File: config.mk
export PLATFORM = sky130hd
export DESIGN_NAME = firi8_sum
export DESIGN_NICKNAME = d
export VERILOG_FILES = /design/src/hdl/firi8_pkg.sv /design/src/hdl/firi8_sum.sv
export SDC_FILE = /design/constraint.sdc
export NUM_CORES = 1
export LEC_CHECK = 0
export ABC_AREA = 0
export ABC_CLOCK_PERIOD_IN_PS = 9800
export BUFFER_PORTS_ARGS = -buffer_cell sky130_fd_sc_hd__buf_2
export CORE_MARGIN = 1
export CORE_UTILIZATION = 50
export CTS_CLUSTER_DIAMETER = 60
export CTS_CLUSTER_SIZE = 40
export DETAILED_ROUTE_END_ITERATION = 12
export GPL_TIMING_DRIVEN = 0
export PLACE_DENSITY = 0.73
export SKIP_CTS_REPAIR_TIMING = 1
export SYNTH_ARGS = -nofsm -noshare
export SYNTH_HDL_FRONTEND = slang
export SYNTH_SLANG_ARGS = --single-unit
File: constraint.sdc
create_clock -name clk -period 9.8 [get_ports clk]
set_input_delay 1.96 -clock clk [delete_from_list [all_inputs] [get_ports clk]]
set_output_delay 1.96 -clock clk [all_outputs]
set_load 0.02 [all_outputs]
File: src/hdl/firi8_pkg.sv
// ----------------------------------------------------------------------------
// firi8_pkg
// Shared widths and constants for the signed 8-bit streaming FIR filter.
// ----------------------------------------------------------------------------
package firi8_pkg;

  localparam int SAMPLE_W   = 8;
  localparam int COEF_W     = 16;
  localparam int PROD_W     = SAMPLE_W + COEF_W;
  localparam int FRAC_BITS  = 15;

  localparam int NUM_PAIRS  = 8;
  localparam int CFG_IDX_W  = $clog2(NUM_PAIRS);
  localparam int CFG_DATA_W = 2 * COEF_W;

  localparam int TAPS_DEFAULT = 16;
  localparam int TAPS_MAX     = 2 * NUM_PAIRS;

  localparam int SAMPLE_MAX = 127;
  localparam int SAMPLE_MIN = -128;

endpackage

File: src/hdl/firi8_sum.sv
// ----------------------------------------------------------------------------
// firi8_sum
// Registered binary adder tree over the tap products, then scaling by 2^-15
// toward zero, saturation and the output register.
// ----------------------------------------------------------------------------
module firi8_sum #(
  parameter int TAPS = firi8_pkg::TAPS_DEFAULT
) (
  input  logic                                   clk,
  input  logic                                   rst_n,
  input  logic                                   valid_i,
  output logic                                   ready_o,
  input  logic signed [firi8_pkg::PROD_W-1:0]    product_i [TAPS],
  output logic                                   out_valid,
  input  logic                                   out_stall,
  output logic signed [firi8_pkg::SAMPLE_W-1:0]  out_sample_out
);
  import firi8_pkg::*;

  localparam int LVL    = $clog2(TAPS);
  localparam int LEAVES = 2 ** LVL;
  localparam int NODES  = LEAVES - 1;
  localparam int ACC_W  = PROD_W + LVL;

  localparam logic signed [ACC_W-1:0] TRUNC_ADJ = ACC_W'((1 << FRAC_BITS) - 1);
  localparam logic signed [ACC_W-1:0] Q_MAX     = ACC_W'(SAMPLE_MAX);
  localparam logic signed [ACC_W-1:0] Q_MIN     = ACC_W'(SAMPLE_MIN);

  logic signed [ACC_W-1:0]    leaf [LEAVES];
  logic signed [ACC_W-1:0]    node_r [NODES];
  logic [LVL-1:0]             vld_r;
  logic [LVL-1:0]             rdy;
  logic                       rdy_out;
  logic                       out_valid_r;
  logic signed [SAMPLE_W-1:0] out_sample_r;
  logic signed [SAMPLE_W-1:0] out_sample_nxt;
  logic signed [ACC_W-1:0]    adj;
  logic signed [ACC_W-1:0]    quot;

  // leaves past the last tap read as zero
  for (genvar k = 0; k < LEAVES; k++) begin : g_leaf
    if (k < TAPS) begin : g_used
      assign leaf[k] = ACC_W'(product_i[k]);
    end else begin : g_pad
      assign leaf[k] = '0;
    end
  end

  // heap layout: node i adds children 2i+1 and 2i+2, root is node 0
  for (genvar i = 0; i < NODES; i++) begin : g_node
    localparam int D  = $clog2(i + 2) - 1;
    localparam int CL = 2 * i + 1;
    if (CL >= NODES) begin : g_from_leaf
      always_ff @(posedge clk) begin
        if (rdy[D]) begin
          node_r[i] <= leaf[CL - NODES] + leaf[CL + 1 - NODES];
        end
      end
    end else begin : g_from_node
      always_ff @(posedge clk) begin
        if (rdy[D]) begin
          node_r[i] <= node_r[CL] + node_r[CL + 1];
        end
      end
    end
  end

  assign rdy_out = !out_valid_r || !out_stall;

  // a level moves when it is empty or the level after it moves
  always_comb begin
    logic prev;
    prev = rdy_out;
    for (int d = 0; d < LVL; d++) begin
      rdy[d] = !vld_r[d] || prev;
      prev   = rdy[d];
    end
  end

  always_ff @(posedge clk) begin
    if (!rst_n) begin
      vld_r <= '0;
    end else begin
      for (int d = 0; d < LVL; d++) begin
        if (rdy[d]) begin
          vld_r[d] <= (d == LVL - 1) ? valid_i : vld_r[(d + 1) % LVL];
        end
      end
    end
  end

  // divide by 2^15 toward zero: bias negative sums before the shift
  assign adj  = node_r[0] + (node_r[0][ACC_W-1] ? TRUNC_ADJ : '0);
  assign quot = adj >>> FRAC_BITS;

  always_comb begin
    if (quot > Q_MAX) begin
      out_sample_nxt = SAMPLE_W'(SAMPLE_MAX);
    end else if (quot < Q_MIN) begin
      out_sample_nxt = SAMPLE_W'(SAMPLE_MIN);
    end else begin
      out_sample_nxt = quot[SAMPLE_W-1:0];
    end
  end

  always_ff @(posedge clk) begin
    if (!rst_n) begin
      out_valid_r <= 1'b0;
    end else if (rdy_out) begin
      out_valid_r <= vld_r[0];
    end
  end

  always_ff @(posedge clk) begin
    if (rdy_out) begin
      out_sample_r <= out_sample_nxt;
    end
  end

  assign ready_o        = rdy[LVL-1];
  assign out_valid      = out_valid_r;
  assign out_sample_out = out_sample_r;

endmodule

==> impl_metrics.yaml <==
pwr:
  seqPwrFrac_pct: 33.5
  p_int_w: 0.005892
  switching_share_pct: 39.01
  p_switching_w: 0.003769
  clock_power_share_pct: 14.7
  p_total_w: 0.009660
  p_leak_nw: 15.19
  p_per_area_nw_per_um2: 281.9
  vdd_ir_drop_max_uv: 185.4
  pwr-share-comb_pct: 51.8
critical_path:
  end_kind: "output pin"
  critical_path_required_ns: 7.84
  reg2regPathDepth: 10
  r2r_start: "node_r[0][27]$_DFFE_PP_"
  r2r_slack_ns: 6.32
  worstPathMaxFanout: 115
  cp-start-kind: "input port"
  cp.arrival_ns: 4.52
  path_class: "in -> out"
  rr_endpoint: "out_sample_out[4]$_SDFFCE_PN1P_"
run:
  cap_violations: 0
synthesis:
  synth_area_per_cell_um2: 10.51
  netlist_instances: 2859
  yosysMostFrequentCell: "edfxtp_1"
  synth_xor_area_share_pct: 9.036
  synth_seq_cells: 409
  synth.distinct_cells: 75
  synth_top_family_by_area: "compound AO/OA/AOI/OAI gates"
  yosys.area.top_type: "edfxtp_1"
  synth_edf_count: 404
  synthTopCellsByArea: "edfxtp_1, ha_1, xnor2_1"
  yosysTopAreaCellShare_pct: 40.38
  synth_compound_area_share_pct: 19.88
  synth_warnings: 0
  ys_seq_area_share_pct: 40.71
  netlist_area_um2: 30050
  syn_nets: 3649
  synthFlopType: "edfxtp_1"
  synthTopCellsByCount: "edfxtp_1, ha_1, a21oi_1"
  synthAdderAreaFrac_pct: 17.12
  synthMuxAreaShare_pct: 0.1333
  synth-simple-area-share_pct: 11.18
  async_reset_ff_share_pct: 0
finish:
  multiInputGateArea_um2: 17250
  fillCellCount: 5154
  regArea_um2: 12230
  diodes: 0
  drive_above_1_share_pct: 15.26
  area_delta_synth_final_pct: 14.05
  nNetsFinal: 4087
sta:
  worst_pin_slew_ns: 0.9877
  relSlewSlack_pct: 34.15
  rsz0062_at_grt: "no"
  fin_setup_tns_ns: 0
  fin_crit_sh_pct: 66.07
  fin_skew_ns: 0.01925
  max_clock_freq_ghz: 0.1544
  maxSlewViolCount: 0
  hold_violations: 0
  finalCriticalPeriod_ns: 6.475
  hold_ws_ns: 0.4650
  finalSetupViolCount: 0
cts:
  cts_buffers: 36
  clk_pin_slew_ns: 0.06
  clkLatencyLatePin_ns: 0.56
  cts_tree: "done"
  clock_path_buffers: 3
  root_buffer: "clkbuf_16"
  htree_levels: 2
  cts.sink_count: 409
global_route:
  grt_pass1_wl_mm: 104.8
  grt_pass1_vias: 21660
  antenna_found_initial: 2
  grt_overflow: 0
  grt.total_usage_pct: 21.32
  grt_start_max_net_pins: 116
placement:
  post-dp-hpwl_mm: 53.17
  io_buffer_count: 397
  routabilityCongestion: 0.9023
drt:
  vias: 22920
  drt_iter0_drc: 1155
  dr.pass1.iters: 9
  drc: 4
  wl_mm: 65.28
  routedWlPerCell_um: 15.94
  ant_nets: 0
  avgViaCountPerCell: 5.598
die:
  coreArea_um2: 59240
  dieHeight_um: 247.1
  num_rows: 89
  ios: 398
  die_w_um: 247.1
  dieArea_um2: 61080
  initial_core_util_pct: 50.72
outcome:
  status: "finished, violations left"
  violations: "DRC"
hold_path:
  min_path_type: "reg -> reg"
  hp-start: "vld_r[2]$_SDFFE_PN0P_"
  whs_endpoint: "vld_r[1]$_SDFFE_PN0P_"
  min_delay_path_depth: 2
-- power groups by stage --
| stage | clock network [W] | registers (W) | logic [W] |
|---|---|---|---|
| floorplan | 0 | 0.00313 | 0.00389 |
| global placement | 0 | 0.00327 | 0.00487 |
| detailed placement | 0 | 0.00328 | 0.00497 |
| CTS | 0.00146 | 0.00325 | 0.00501 |
| global route | 0.00152 | 0.00330 | 0.00562 |
| finish | 0.00142 | 0.00324 | 0.00501 |
-- flip-flops by register name (all words and copies together) (netlist names) --
| register | count |
|---|---|
| vld_r | 4 |
| node_r | 396 |
| out_valid | 1 |
| out_sample_out | 8 |
-- worst max-delay path, stage by stage --
cell and delay, ns:
buf_2 0.09, and3_1 0.21, nand2_2 0.25, nor2_1 0.56
nand2_8 0.46, buf_16 0.47, buf_2 0.26
-- worst max path at each step --
| stage | startpoint | slack (ns) | endpoint | cells past startpoint |
|---|---|---|---|---|
| after floorplan | out_stall | 1.69 | ready_o | 4 |
| after global placement | out_stall | -0.46 | ready_o | 6 |
| after detailed placement | out_stall | 3.32 | ready_o | 7 |
| after CTS | out_stall | 3.30 | ready_o | 7 |
| after global routing | out_stall | 3.09 | ready_o | 7 |
| final | out_stall | 3.32 | ready_o | 7 |
-- layout make-up --
cell class,count,area share (%)
Clock inverter,26,0.7156
Timing Repair Buffer,400,6.017
Buffer,4,0.04381
Sequential cell,409,35.69
Inverter,152,1.672
Clock buffer,37,2.702
Multi-Input combinational cell,2294,50.33
Tap cell,773,2.822
-- cell families after synthesis --
group                      count (synthesis)
adders and majority gates                402
DFF                                      409
and+or+nand+nor                          683
muxes                                      4
xor gates and xnor gates                 310
buffers and inverters                    156
AOI/OAI and AO/OA                        895
-- metrics by stage --
stage	utilization, %	setup slack [ns]	cell area, µm²	instances
6_report	57.84	3.325	34270	4095
4_1_cts	57.84	3.301	34270	4095
3_5_place_dp	55.87	3.322	33100	4032
3_3_place_gp	55.71	-0.4579	33000	4029
2_1_floorplan	-	1.694	30050	2859
5_1_grt	57.84	3.085	34270	4095
-- metal layers --
metal	GRT usage [%]	wire length [µm]
met5	0	26
met4	5.229	1112
met3	2.377	2509
met2	36.32	31270
met1	28.82	30350
-- layout by cell type (no fill, tap or decap), types with 9 or more instances in the layout --
cell type	count
o21bai_1	47
o31a_1	9
a211oi_1	29
nand4_1	16
ha_1	387
inv_1	151
a211o_1	14
xor2_1	62
or2_2	13
fa_1	15
xnor2_1	248
nor2_1	207
a21oi_1	256
and3_1	36
nor4_1	9
o31ai_1	30
or3_1	27
o21a_1	61
nor2b_1	43
nand2_1	119
nor3_1	74
o21ai_0	140
nand3_1	45
a21boi_0	12
buf_2	397
and2_1	17
a31oi_1	28
clkbuf_16	37
and4_1	11
nand2b_1	44
o211ai_1	22
a21o_1	144
edfxtp_1	404
Power figures use the tool's default switching activity.
