**config.mk**
```make
export PLATFORM = sky130hd
export DESIGN_NAME = firi8_cell
export DESIGN_NICKNAME = d
export VERILOG_FILES = /design/src/hdl/firi8_pkg.sv /design/src/hdl/firi8_cell.sv
export SDC_FILE = /design/constraint.sdc
export NUM_CORES = 1
export LEC_CHECK = 0
export BUFFER_PORTS_ARGS = -buffer_cell sky130_fd_sc_hd__buf_2
export CORE_UTILIZATION = 40
export CTS_CLUSTER_DIAMETER = 120
export DETAILED_ROUTE_END_ITERATION = 8
export PLACE_DENSITY = 0.56
export SYNTH_ARGS = -nofsm -noshare
export SYNTH_HDL_FRONTEND = slang
export SYNTH_SLANG_ARGS = --single-unit
```
**constraint.sdc**
```tcl
create_clock -name clk -period 9.4 [get_ports clk]
set_input_delay 1.41 -clock clk [delete_from_list [all_inputs] [get_ports clk]]
set_output_delay 1.41 -clock clk [all_outputs]
set_load 0.005 [all_outputs]
```
**src/hdl/firi8_pkg.sv**
```systemverilog
// ----------------------------------------------------------------------------
// firi8_pkg
// Shared widths and constants for the signed 8-bit streaming FIR filter.
// ----------------------------------------------------------------------------
package firi8_pkg;

  localparam int SAMPLE_W   = 8;
  localparam int COEF_W     = 16;
  localparam int PROD_W     = SAMPLE_W + COEF_W;
  localparam int FRAC_BITS  = 15;

  localparam int NUM_PAIRS  = 8;
  localparam int CFG_IDX_W  = $clog2(NUM_PAIRS);
  localparam int CFG_DATA_W = 2 * COEF_W;

  localparam int TAPS_DEFAULT = 16;
  localparam int TAPS_MAX     = 2 * NUM_PAIRS;

  localparam int SAMPLE_MAX = 127;
  localparam int SAMPLE_MIN = -128;

endpackage

```
**src/hdl/firi8_cell.sv**
```systemverilog
// ----------------------------------------------------------------------------
// firi8_cell
// One tap: holds one delayed sample, passes it on to the next tap and
// registers the tap product for the adder tree.
// ----------------------------------------------------------------------------
module firi8_cell (
  input  logic                                   clk,
  input  logic                                   rst_n,
  input  logic                                   load_i,
  input  logic signed [firi8_pkg::SAMPLE_W-1:0]  sample_i,
  input  logic signed [firi8_pkg::COEF_W-1:0]    coef_i,
  output logic signed [firi8_pkg::SAMPLE_W-1:0]  sample_o,
  output logic signed [firi8_pkg::PROD_W-1:0]    product_o
);
  import firi8_pkg::*;

  logic signed [SAMPLE_W-1:0] sample_r;
  logic signed [PROD_W-1:0]   product_r;
  logic signed [PROD_W-1:0]   product_nxt;

  assign product_nxt = coef_i * sample_i;

  // the delay line is filter state and clears at reset
  always_ff @(posedge clk) begin
    if (!rst_n) begin
      sample_r <= '0;
    end else if (load_i) begin
      sample_r <= sample_i;
    end
  end

  always_ff @(posedge clk) begin
    if (load_i) begin
      product_r <= product_nxt;
    end
  end

  assign sample_o  = sample_r;
  assign product_o = product_r;

endmodule

```
==> reports/summary.txt, run 1 <==
Ys async rst share: 0%
Vias per Instance: 4.896
RSZ-0062 raised after global routing: false
Largest net degree at the start of global routing: 33
Setup total negative slack: 0 ps
Commonest cells after routing, fill and taps aside: inv_1 (135), fa_1 (103), and2_1 (89), buf_2 (58), ha_1 (45)
Die width: 120.9 um
First-pass iteration count of the detailed router: 4
Setup crit end kind: flop
Arr. time, crit path: 6110 ps
Setup crit start: sample_i[7]
Die height: 120.9 um
Final instance area: 0.006261 sq mm
Clk sinks: 32
Ys flop type: edfxtp_1
I/O pin count: 59
Reg2reg end: sample_o[2]$_SDFFE_PN0P_
FMAX: 167.1 MHz
P&R area growth vs syn: 10.81%
Gr ovfl total: 0
Post-Syn Instances: 579
Mean Syn Cell Area: 9.759 sq um
Crit-path max cell delay: 580 ps
Layout Skew: 0 ps
Critical Path Start Type: input pin
Worst EP required: 9520 ps
Synth unique cells: 42
Syn Nets: 754
Wirelength per Cell: 14.77 um
Hold Crit Class: flop to flop
Commonest non-fill, non-tap cell in the layout: inv_1
Power Dens Cells: 268.4 mW/mm^2
Yosys synthesis warning count: 0
EDFF count, synth: 24
Hpwl dp: 9838 um
Fin cells: 814
Total Wirelength: 12,020 um
# rows: 43
Routability cong.: 0.8044
Initial drt markers: 137
Final ANT Viol Nets: 0
Post-Syn Area: 0.005650 sq mm
Setup CP Type: input pin to flop
Starting density of the core: 40.87%
Initial antenna violation count: 0
DP Cell Count: 807
R2R depth: 2
# Post-CTS Setup Buffers: 0
# setup viols final: 0
All-layer global routing usage: 19.15%
Status: finished, final reports clean
Slew Limit Fails: 0
Nets: 809
Leak: 3.108 nW
Core Util, Final: 45.28%
Cell chain of the critical path: buf_2, inv_1, nor2_1, fa_1, fa_1, fa_1, inv_1, fa_1, inv_1, ha_1, a21oi_1, nor2b_1, o31ai_1, o211ai_1, and4_1, nor3_1
Worst-path clk slew: 50 ps
Max-Cap Viols: 0
# port buffers: 58
Yosys reg bits: 32
ANT cells: 0
Vias in the first global route: 4,452
Core box area: 0.01383 sq mm
Skew-Pair Late Insertion Delay: 280 ps
Worst vdd ir: 0.0001557 V
Tmin final: 5986 ps
Root Driver: clkbuf_16
Share of cells above drive strength 1: 10.41%
CTS buffer count: 5
Post-Place Cell Area: 0.006128 sq mm
Worst R2R Start: sample_o[2]$_SDFFE_PN0P_
Worst-Margin Slew: 840.7 ps
DRC Markers: 0
Hold path depth: 2
Worst-path fanout max: 15
Slowest stage cell, crit path: o31ai_1
Max-slew headroom at the worst pin: 43.95%
Min-delay src: sample_o[7]$_SDFFE_PN0P_
H-tree level count: 2
Hold_buf cts: 0
Full die area: 0.01461 sq mm
Sequential fraction of the synthesis area: 15.59%
Clock Tree Buf Depth: 2
Hold Violations, Final: 0
CP dominant cell by count: fa_1
Cts repair resizes: 0
Vias: 3,985
First-pass GRT wire length: 21,400 um
Worst Hold End: sample_o[7]$_SDFFE_PN0P_
CTS tree: yes
Tcrit/Tclk final: 63.68%
R2R setup slack: 8790 ps
-- critical path: cells and delay by family --
family | cells | cell delay (ps)
adder cells (fa/ha/maj) | 5 | 2370
AO/OA/AOI/OAI | 3 | 1050
AND/OR/NAND/NOR | 4 | 660
buffers and inverters | 4 | 620
-- worst max-delay path by stage --
stage	endpoint	slack (ps)	cells after the start
6_report	product_o[23]$_DFFE_PP_	3410	16
5_1_grt	product_o[23]$_DFFE_PP_	3130	16
2_1_floorplan	product_o[17]$_DFFE_PP_	3700	15
4_1_cts	product_o[23]$_DFFE_PP_	3460	16
3_3_place_gp	product_o[23]$_DFFE_PP_	3290	16
3_5_place_dp	product_o[23]$_DFFE_PP_	3200	16
-- cells in the mapped netlist, drive strengths merged (2+ instances only) --
cell	number	share of area, %
a2111oi	2	0.64
a211oi	2	0.35
a21o	9	1.2
a21oi	14	1.2
a31oi	2	0.22
and2	89	9.9
and3	4	0.44
clkbuf	9	0.60
dfxtp	8	2.8
edfxtp	24	13
fa	103	36
ha	45	10
inv	135	9.0
mux2i	8	1.4
nand2	28	1.9
nand2b	4	0.44
nand3	4	0.35
nor2	22	1.5
nor2b	10	1.1
nor3	5	0.44
o211ai	5	0.66
o21a	3	0.40
o21ai	7	0.62
or3	2	0.22
xnor2	17	2.6
xor2	4	0.62
-- flip-flops by register name (all words and copies together) (netlist names) --
register / cells
sample_o: 8
product_o: 24
-- stage by stage --
step	setup slack, ps	total power (W)	hold WS [ps]
floorplan	3702	0.001247	507.6
global placement	3292	0.001525	493.8
detailed placement	3201	0.001542	504.4
CTS	3458	0.001701	521.2
global route	3130	0.001888	535.9
finish	3414	0.001681	515.3
-- kinds of logic (layout without fill, tap and decap cells) --
group                    Yosys count  after routing  share of synthesized area [%]
AND/OR/NAND/NOR                  172            172                          16.72
AO/OA/AOI/OAI                     53             53                          6.931
adder cells (fa/ha/maj)          148            148                          46.46
multiplexers                       8              8                          1.417
XOR/XNOR                          21             21                          3.255
buffers and inverters            145            200                          9.632
flip-flops                        32             32                          15.59
-- power by group --
part	switching, W	internal [W]
registers	0.0000114	0.000267
clock network	0.0000580	0.0000946
logic	0.000690	0.000559
total	0.000760	0.000921
-- metal layers --
metal	part of all wire, %	wire length, um	up-vias	global-route usage, %
met1	41	4936	2006	22.28
met2	53	6340	76	35.75
met5	0	0	-	0
met3	3.6	428	20	2.162
met4	2.6	318	0	7.330
li1	-	-	1883	-
-- area by class of cell --
| class | count | area [sq um] |
|---|---|---|
| clock buffers | 5 | 125.1 |
| clock inverters | 2 | 7.507 |
| fillers | 1366 | 7566 |
| inverters | 135 | 506.7 |
| multi-input cells | 402 | 4225 |
| flip-flops and latches | 32 | 880.8 |
| well taps | 180 | 225.2 |
| repair buffers | 58 | 290.3 |
(Power assumes the default switching activity.)
==> run 2, diff against run 1 <==
--- a/config.mk
+++ b/config.mk
@@ -9,7 +9,7 @@
 export CORE_UTILIZATION = 40
 export CTS_CLUSTER_DIAMETER = 120
 export DETAILED_ROUTE_END_ITERATION = 8
-export PLACE_DENSITY = 0.56
+export PLACE_DENSITY = 0.58
 export SYNTH_ARGS = -nofsm -noshare
 export SYNTH_HDL_FRONTEND = slang
 export SYNTH_SLANG_ARGS = --single-unit
==> constraint.sdc (replaced) <==
create_clock -name clk -period 5.19 [get_ports clk]
set_input_delay 0.7785 -clock clk [delete_from_list [all_inputs] [get_ports clk]]
set_output_delay 0.7785 -clock clk [all_outputs]
set_load 0.005 [all_outputs]
==> run 2 against run 1 <==
Compared with the run above: combinational power is 98% higher; via count rose by 4.4%; sequential cell count stayed put; non-clock buffer count rose by 36; critical path type unchanged; critical endpoint is now product_o[21]$_DFFE_PP_; largest power group unchanged.
==> reports/summary.txt, run 2 (synthesized netlist as in run 1, its figures left out) <==
# fillers: 1,354 (-0.88%)
Initial drt markers: 123 (-10%)
Final ANT Viol Nets: 0 (unchanged)
Status: finished, final reports clean
Starting density of the core: 40.87% (unchanged)
Wirelength per Cell: 14.15 um (-4.2%)
Root Driver: clkbuf_16
I/O pin count: 59 (unchanged)
Setup crit end kind: flop
Final WS setup: 234.7 ps (-3180 ps)
Max-Cap Viols: 0 (unchanged)
P&R area growth vs syn: 15.83%
Hold Violations, Final: 0 (unchanged)
Hold Crit Class: flop to flop
Worst-path clk slew: 50 ps (about the same)
Slowest stage cell, crit path: fa_1
Slew Limit Fails: 0 (unchanged)
Routability cong.: 0.8891 (+11%)
Vias in the first global route: 4,668 (+4.9%)
Worst-path fanout max: 14 (-1)
# rows: 43 (unchanged)
Power Dens Cells: 499.4 mW/mm^2 (+86%)
Worst EP required: 5220 ps (-4300 ps)
Die width: 120.9 um (unchanged)
Worst vdd ir: 0.0003194 V (+110%)
Nets: 845 (+4.4%)
# port buffers: 58 (unchanged)
Total Wirelength: 12,040 um (+0.15%)
Largest net degree at the start of global routing: 33 (unchanged)
# setup viols final: 0 (unchanged)
First-pass iteration count of the detailed router: 4 (unchanged)
Arr. time, crit path: 4990 ps (-1120 ps)
Vias per Instance: 4.891 (about the same)
Total power: 0.003269 W (+95%)
Commonest non-fill, non-tap cell in the layout: inv_1
Critical Path Start Type: input pin
RSZ-0062 raised after global routing: false
CTS tree: yes
Cell chain of the critical path: buf_2, buf_4, nand2_1, fa_1, inv_1, fa_1, fa_1, inv_1, fa_1, inv_1, ha_1, a21o_1, a21o_1, a2111oi_1, o211ai_1, o211ai_1, xnor2_1
Clock Tree Buf Depth: 2 (unchanged)
Busiest metal layer after global routing: met2
Tcrit/Tclk final: 95.48%
Setup CP Type: input pin to flop
H-tree level count: 2 (unchanged)
Routing usage on met2: 35.14% (-0.61 points)
ANT cells: 0 (unchanged)
CTS buffer count: 5 (unchanged)
DRC Markers: 0 (unchanged)
Leak: 3.285 nW (+5.7%)
Max-slew headroom at the worst pin: 47.61% (+3.7 points)
Tmin final: 4955 ps
Vias: 4,162 (+4.4%)
Met3 Resource Use GR: 2.162% (unchanged)
Clk sinks: 32 (unchanged)
Skew-Pair Late Insertion Delay: 280 ps (about the same)
Initial antenna violation count: 0 (unchanged)
Hpwl dp: 10,420 um (+5.9%)
Commonest cells after routing, fill and taps aside: inv_1 (135), fa_1 (103), and2_1 (89), buf_2 (58), ha_1 (45)
Share of cells above drive strength 1: 15.50% (+5.1 points)
# Post-CTS Setup Buffers: 0 (unchanged)
Setup total negative slack: 0 ps (unchanged)
CP dominant cell by count: fa_1
Crit-path max cell delay: 540 ps (-40 ps)
All-layer global routing usage: 18.80% (-0.36 points)
Worst-Margin Slew: 785.8 ps (-54.87 ps)
Die height: 120.9 um (unchanged)
First-pass GRT wire length: 21,250 um (-0.71%)
Full die area: 0.01461 sq mm (unchanged)
DP Worst Slack: -86.57 ps (-3287 ps)
Gr ovfl total: 0 (unchanged)
Core box area: 0.01383 sq mm (unchanged)
Layout Skew: 0 ps (unchanged)
FMAX: 201.8 MHz
Met1 Usage GRT: 22.07% (-0.21 points)
Hold_ws: 508.3 ps (-6.988 ps)
Max reg flops: 24 (unchanged)
==> run 2: cell types whose count changed in the layout (fill, tap and decap cells not counted) <==
cell,change
clkinv_1,-1
clkbuf_1,+1
a2111oi_1,+1
buf_4,+36
nor3_1,-1
nor3_2,+1
clkinvlp_4,+1
a2111oi_0,-1
==> run 2: per-stage QoR <==
| stage | area [sq um] | std cells | utilization (%) |
|---|---|---|---|
| after floorplan | 5650 | 579 | - |
| after CTS | 6539 | 851 | 47.29 |
| final | 6545 | 851 | 47.34 |
| after detailed placement | 6399 | 843 | 46.28 |
| after global placement | 6399 | 843 | 46.28 |
| after global routing | 6545 | 851 | 47.34 |
==> run 2: cell type report <==
| cell class | count | area (sq um) | share of cell area (%) |
|---|---|---|---|
| Multi-Input combinational cell | 402 | 4232 | 64.65 |
| Timing Repair Buffer | 94 | 560.5 | 8.564 |
| Inverter | 135 | 506.7 | 7.742 |
| Clock buffer | 6 | 128.9 | 1.969 |
| Clock inverter | 2 | 11.26 | 0.1721 |
| Tap cell | 180 | 225.2 | 3.441 |
| Sequential cell | 32 | 880.8 | 13.46 |
==> run 2: routing by layer <==
| metal | up-vias | routed length (um) |
|---|---|---|
| met5 | - | 0 |
| met4 | 0 | 295 |
| met3 | 18 | 440 |
| met2 | 81 | 6328 |
| met1 | 2100 | 4977 |
| li1 | 1963 | - |
==> run 2: worst paths after layout <==
check,start,end,slack (ps),cells after the start
max,sample_i[2],product_o[21]$_DFFE_PP_,230,17
min,sample_o[0]$_SDFFE_PN0P_,sample_o[0]$_SDFFE_PN0P_,510,2
max reg2reg,sample_o[2]$_SDFFE_PN0P_,sample_o[2]$_SDFFE_PN0P_,4590,2
min reg2reg,sample_o[0]$_SDFFE_PN0P_,sample_o[0]$_SDFFE_PN0P_,510,2
==> run 2: power breakdown <==
part           total (W)  leakage, nW  internal [W]  switching, W
combinational    0.00248         2.92       0.00118       0.00130
sequential      0.000504        0.301      0.000484     0.0000203
clock           0.000281       0.0645      0.000176      0.000105
total            0.00327         3.29       0.00184       0.00143
==> run 2: what timing repair did <==
item,4_1_cts,5_1_grt
hold buffers,0,0
resized for setup,0,2
setup endpoints to repair,0,1
endpoints found under the hold margin,0,0
==> run 2: critical path: cells and delay by family <==
kind	cells	cell delay (ps)
adders and majority gates	5	2300
AOI/OAI and AO/OA	5	1250
buffers and inverters	5	470
and+or+nand+nor	1	100
xor gates and xnor gates	1	90
